`src/sv/lrcs_pkg.sv`:
```
package lrcs_pkg;
  localparam int LABELS = 256;
  localparam int LBL_W = 8;
  localparam int MAX_WIDTH = 1024;
  localparam int MAX_HEIGHT = 1024;
  localparam int CNT_W = 21;
  localparam int SUM_W = 30;
  localparam int COL_W = 10;
  localparam int ROW_W = 11;
  localparam int DIM_W = 11;
  localparam int CEN_W = 14;
  localparam int DIV_W = SUM_W + 4;
  localparam int ENT_W = CNT_W + 2 * SUM_W;
  localparam logic [1:0] MODE_PIXEL = 2'd0;
  localparam logic [1:0] MODE_QUERY = 2'd1;
  localparam logic [1:0] MODE_FRAME = 2'd2;
  localparam logic [1:0] MODE_SPARE = 2'd3;
  localparam logic [0:0] REG_WIDTH = 1'd0;
  localparam logic [0:0] REG_HEIGHT = 1'd1;

  typedef struct packed {
    logic [CNT_W-1:0] cnt;
    logic [SUM_W-1:0] xsum;
    logic [SUM_W-1:0] ysum;
  } entry_t;

  typedef struct packed {
    logic [1:0] mode;
    logic [LBL_W-1:0] label;
  } in_t;

  typedef struct packed {
    logic [LBL_W-1:0] queried_label;
    logic present;
    logic is_background;
    logic [CNT_W-1:0] pixel_count;
    logic [CEN_W-1:0] centroid_x;
    logic [CEN_W-1:0] centroid_y;
  } out_t;

  typedef struct packed {
    logic start;
    logic [SUM_W-1:0] sum;
    logic [CNT_W-1:0] cnt;
  } div_req_t;
endpackage

```
`src/sv/lrcs_div.sv`:
```
// Restoring divider: quotient of (sum * 16) / count, one bit a cycle, saturated.
module lrcs_div (
  input  logic                      clk,
  input  logic                      rst,
  input  lrcs_pkg::div_req_t        req,
  output logic                      done,
  output logic [lrcs_pkg::CEN_W-1:0] quo
);
  localparam int CW = lrcs_pkg::CNT_W;
  localparam int DW = lrcs_pkg::DIV_W;

  logic [DW-1:0] dividend;
  logic [DW-1:0] q;
  logic [CW:0] rem;
  logic [CW-1:0] dvs;
  logic [5:0] steps;
  logic busy;
  logic [CW:0] trial;
  logic [CW+1:0] diff;

  always_comb begin
    trial = {rem[CW-1:0], dividend[DW-1]};
    diff = {1'b0, trial} - {2'b00, dvs};
  end

  always_ff @(posedge clk) begin
    if (rst) begin
      busy <= 1'b0;
      done <= 1'b0;
    end else begin
      done <= 1'b0;
      if (req.start) begin
        busy <= 1'b1;
        dividend <= {req.sum, 4'b0000};
        dvs <= req.cnt;
        rem <= '0;
        q <= '0;
        steps <= 6'(DW);
      end else if (busy) begin
        dividend <= {dividend[DW-2:0], 1'b0};
        if (!diff[CW+1]) begin
          rem <= diff[CW:0];
          q <= {q[DW-2:0], 1'b1};
        end else begin
          rem <= trial;
          q <= {q[DW-2:0], 1'b0};
        end
        steps <= steps - 6'd1;
        if (steps == 6'd1) begin
          busy <= 1'b0;
          done <= 1'b1;
        end
      end
    end
  end

  always_comb begin
    if (dvs == '0) quo = '0;
    else if (q > DW'(16383)) quo = '1;
    else quo = q[lrcs_pkg::CEN_W-1:0];
  end
endmodule

```
`config.mk`:
```
export PLATFORM = sky130hd
export DESIGN_NAME = lrcs_div
export DESIGN_NICKNAME = d
export VERILOG_FILES = /design/src/sv/lrcs_pkg.sv /design/src/sv/lrcs_div.sv
export SDC_FILE = /design/constraint.sdc
export NUM_CORES = 1
export LEC_CHECK = 0
export ABC_AREA = 1
export BUFFER_PORTS_ARGS = -buffer_cell sky130_fd_sc_hd__buf_2
export CORE_MARGIN = 1
export CORE_UTILIZATION = 55
export CTS_CLUSTER_DIAMETER = 40
export DETAILED_ROUTE_END_ITERATION = 6
export PLACE_DENSITY = 0.85
export SLEW_MARGIN = 25
export SYNTH_ARGS = -nofsm -noshare
export SYNTH_HDL_FRONTEND = slang
export SYNTH_SLANG_ARGS = --single-unit
```
`constraint.sdc`:
```
create_clock -name clk -period 8.9 [get_ports clk]
set_input_delay 0 -clock clk [delete_from_list [all_inputs] [get_ports clk]]
set_output_delay 0 -clock clk [all_outputs]
set_load 0.02 [all_outputs]
```
==> results.py <==
metrics = {
    "die": {
        "dieArea_sq_um": 11900,
        "dieHeight_um": 109,
        "die_x_um": 109,
        "coreArea_sq_um": 11000,
        "io_pins": 69,
        "rows": 38,
        "start_util_pct": 57.2,
    },
    "placement": {
        "dp_hpwl_mm": 8.64,
        "pre_cts_ws_ns": 5.51,
        "portBuffers": 68,
        "place_inst": 940,
        "gpl.final_weighted_congestion": 0.938,
        "placed_cell_area_sq_um": 6760,
    },
    "detailed_routing": {
        "vias": 5319,
        "drc": 0,
        "drt_iter0_markers": 423,
        "via_per_inst": 5.19,
        "drt.antenna.violating_nets": 0,
        "wire_per_inst_um": 14.9,
        "wl_mm": 15.3,
        "drt-pass1-iter-count": 5,
    },
    "logic_synthesis": {
        "syn-num-nets": 826,
        "syn_area_sq_um": 6310,
        "ys_seq_elements": 114,
        "yosysWarnings": 0,
        "ys_seq_area_share_pct": 53.9,
        "syn_inst": 748,
        "yosysTopAreaCell": "edfxtp_1",
        "synth_top_cells_by_area": "edfxtp_1 53%, nand2_1 14%, inv_1 8.5%",
        "yosys.area.top_type_share_pct": 53.3,
        "syn_area_per_cell_sq_um": 8.44,
        "synth_cell_types": 32,
    },
    "finish": {
        "mostFrequentLayoutCells": "243 x nand2_1, 143 x inv_1, 112 x edfxtp_1",
        "nets": 950,
        "drive_gt1_share_pct": 13.9,
        "syn_to_final_growth_pct": 24.5,
        "antenna_cells": 0,
        "final_area_sq_um": 7850,
        "final_common_cell": "nand2_1",
        "instances_no_fill": 1025,
    },
    "clock_network": {
        "clk_latency_ns": 0.41,
        "htree_levels": 4,
        "clock_sinks": 114,
        "root_buffer": "clkbuf_16",
        "path_clk_slew_ns": 0.06,
        "cts_made_buffers": 17,
        "post_cts_buffers": 0,
        "clock_tree.buffer_depth": 2,
        "cts_tree": "yes",
    },
    "worst_setup_path": {
        "crit_required_ns": 9.05,
        "crit_chain": "inv_1, ha_1, inv_1, fa_1, nand3_1, nand3_2, nand2_1, nand2_1, nand2_2, nand3_4, o21ai_1, nor2_1",
        "reg2regPathDepth": 12,
        "crit_slowest_cell": "fa_1",
        "cp_max_fo": 34,
        "path_class": "reg2reg",
        "max_stage_delay_ns": 0.45,
        "cp-end-kind": "flip-flop",
        "startpoint_type": "flip-flop",
        "arrival_ns": 2.94,
    },
    "grt": {
        "grt_max_degree": 71,
        "met3_usage_pct": 5.86,
        "groute.layer.met1.usage_pct": 33.0,
        "grt.overflow.total": 0,
        "grt_pass1_wl_mm": 24.7,
        "met2_usage_pct": 49.4,
        "antenna_found_initial": 0,
        "grt_pass1_vias": 5230,
        "track_usage_pct": 27.9,
        "grt-busiest-layer": "met2",
    },
    "timing": {
        "rsz0062_at_grt": "no",
        "fin_tns_setup_ns": 0,
        "hold_viol": 0,
        "setup_violations": 0,
        "fin_skew_ns": 0.00813,
        "finalCriticalPeriod_ns": 2.79,
        "worst_pin_slew_ns": 0.973,
        "finalWorstSetupSlack_ns": 6.11,
        "relSlewSlack_pct": 35.1,
        "clock.fmax_mhz": 358,
        "final_max_slew_viol_count": 0,
        "fin_hold_ws_ns": 0.299,
        "finalCritPeriodShare_pct": 31.4,
    },
    "job": {
        "cap_violations": 0,
    },
    "power_and_ir_drop": {
        "vdd_ir_drop_max_uv": 158,
        "p_per_area_nw_per_um2": 202,
        "p_leak_uw": 0.00372,
    },
    "outcome": {
        "status": "complete, no violations",
    },
    "hold_path": {
        "holdCritPathClass": "in2reg",
        "hold_depth": 3,
    },
}
[critical path: cells and delay by family (launching register included)]
family                     cells  cell delay, ns
AOI/OAI and AO/OA              1            0.35
buffers and inverters          2            0.18
adders and majority gates      2            0.62
DFF                            1            0.37
and+or+nand+nor                7            1.00
[cell usage after synthesis]
master      n
fa_1        1
inv_1     143
o21ai_1     7
xnor2_1     9
nand2_2     7
nand3_1    27
and3_1      1
a21oi_2     3
buf_8       2
nand4_1    10
nor3_1      6
nor2_1     82
o21a_1      1
nand2_1   243
o21ai_0    16
nor4_1      4
clkbuf_1   12
or2_2       2
inv_2       1
a21oi_1    19
edfxtp_1  112
dfxtp_1     2
ha_1       23
nand3b_1    3
buf_1       1
nand3_2     1
buf_2       2
buf_6       1
nor2_4      2
o21bai_1    2
nor2_2      2
nand3_4     1
[final timing paths]
| kind | end | slack [ns] | startpoint |
|---|---|---|---|
| worst min-delay path | q[31] | 0.30 | req[51] |
| worst min register to register | dividend[12] | 0.52 | dividend[11] |
| worst max register to register | rem[10] | 6.11 | dividend[33] |
| worst max-delay path | rem[10] | 6.11 | dividend[33] |
[cell families (layout without fill, tap and decap cells)]
| group | after synthesis | after routing | synth area share [%] |
|---|---|---|---|
| compound gates | 48 | 48 | 4.10 |
| buf+inv | 162 | 299 | 10.2 |
| flops | 114 | 114 | 53.9 |
| simple gates | 391 | 391 | 25.7 |
| fa+ha+maj | 24 | 24 | 4.88 |
| xor+xnor | 9 | 9 | 1.25 |
[metal layers]
layer  vias to the layer above  part of all wire, %  wire length [um]
li1                       2611                    -                 -
met1                      2470                   39              6020
met2                       201                   52              7970
met3                        37                  5.6               861
met4                         0                  2.7               405
met5                         -                    0                 0
[where the power goes]
group	total (uW)	switching (uW)	internal, uW
clock	641	257	385
sequential	660	18.8	641
combinational	286	180	106
[what timing repair did]
action                                 CTS  global route
resized for setup                        0             0
setup endpoints to repair                0             0
hold buffers                            52             0
endpoints found under the hold margin   52             0
[per-stage QoR]
| stage | total power [uW] | utilization [%] |
|---|---|---|
| after floorplan | 867 | - |
| after global placement | 912 | 61.2 |
| after detailed placement | 920 | 61.3 |
| after CTS | 1580 | 71.1 |
| after global routing | 1650 | 71.2 |
| final | 1590 | 71.2 |
[registers in the layout (all words and copies together), names as in the netlist]
register,cells
dividend,30
q,34
dvs,21
done,1
steps,6
rem,21
busy,1
[cell type report]
type                       instances  area, sq um
fill                             738         3180
inverter                         144          541
sequential                       114         3400
timing repair buffer             123          891
clock inverter                    15          134
multi-input combinational        472         2280
tap                              140          175
clock buffer                      17          425
Power figures use the tool's default switching activity.
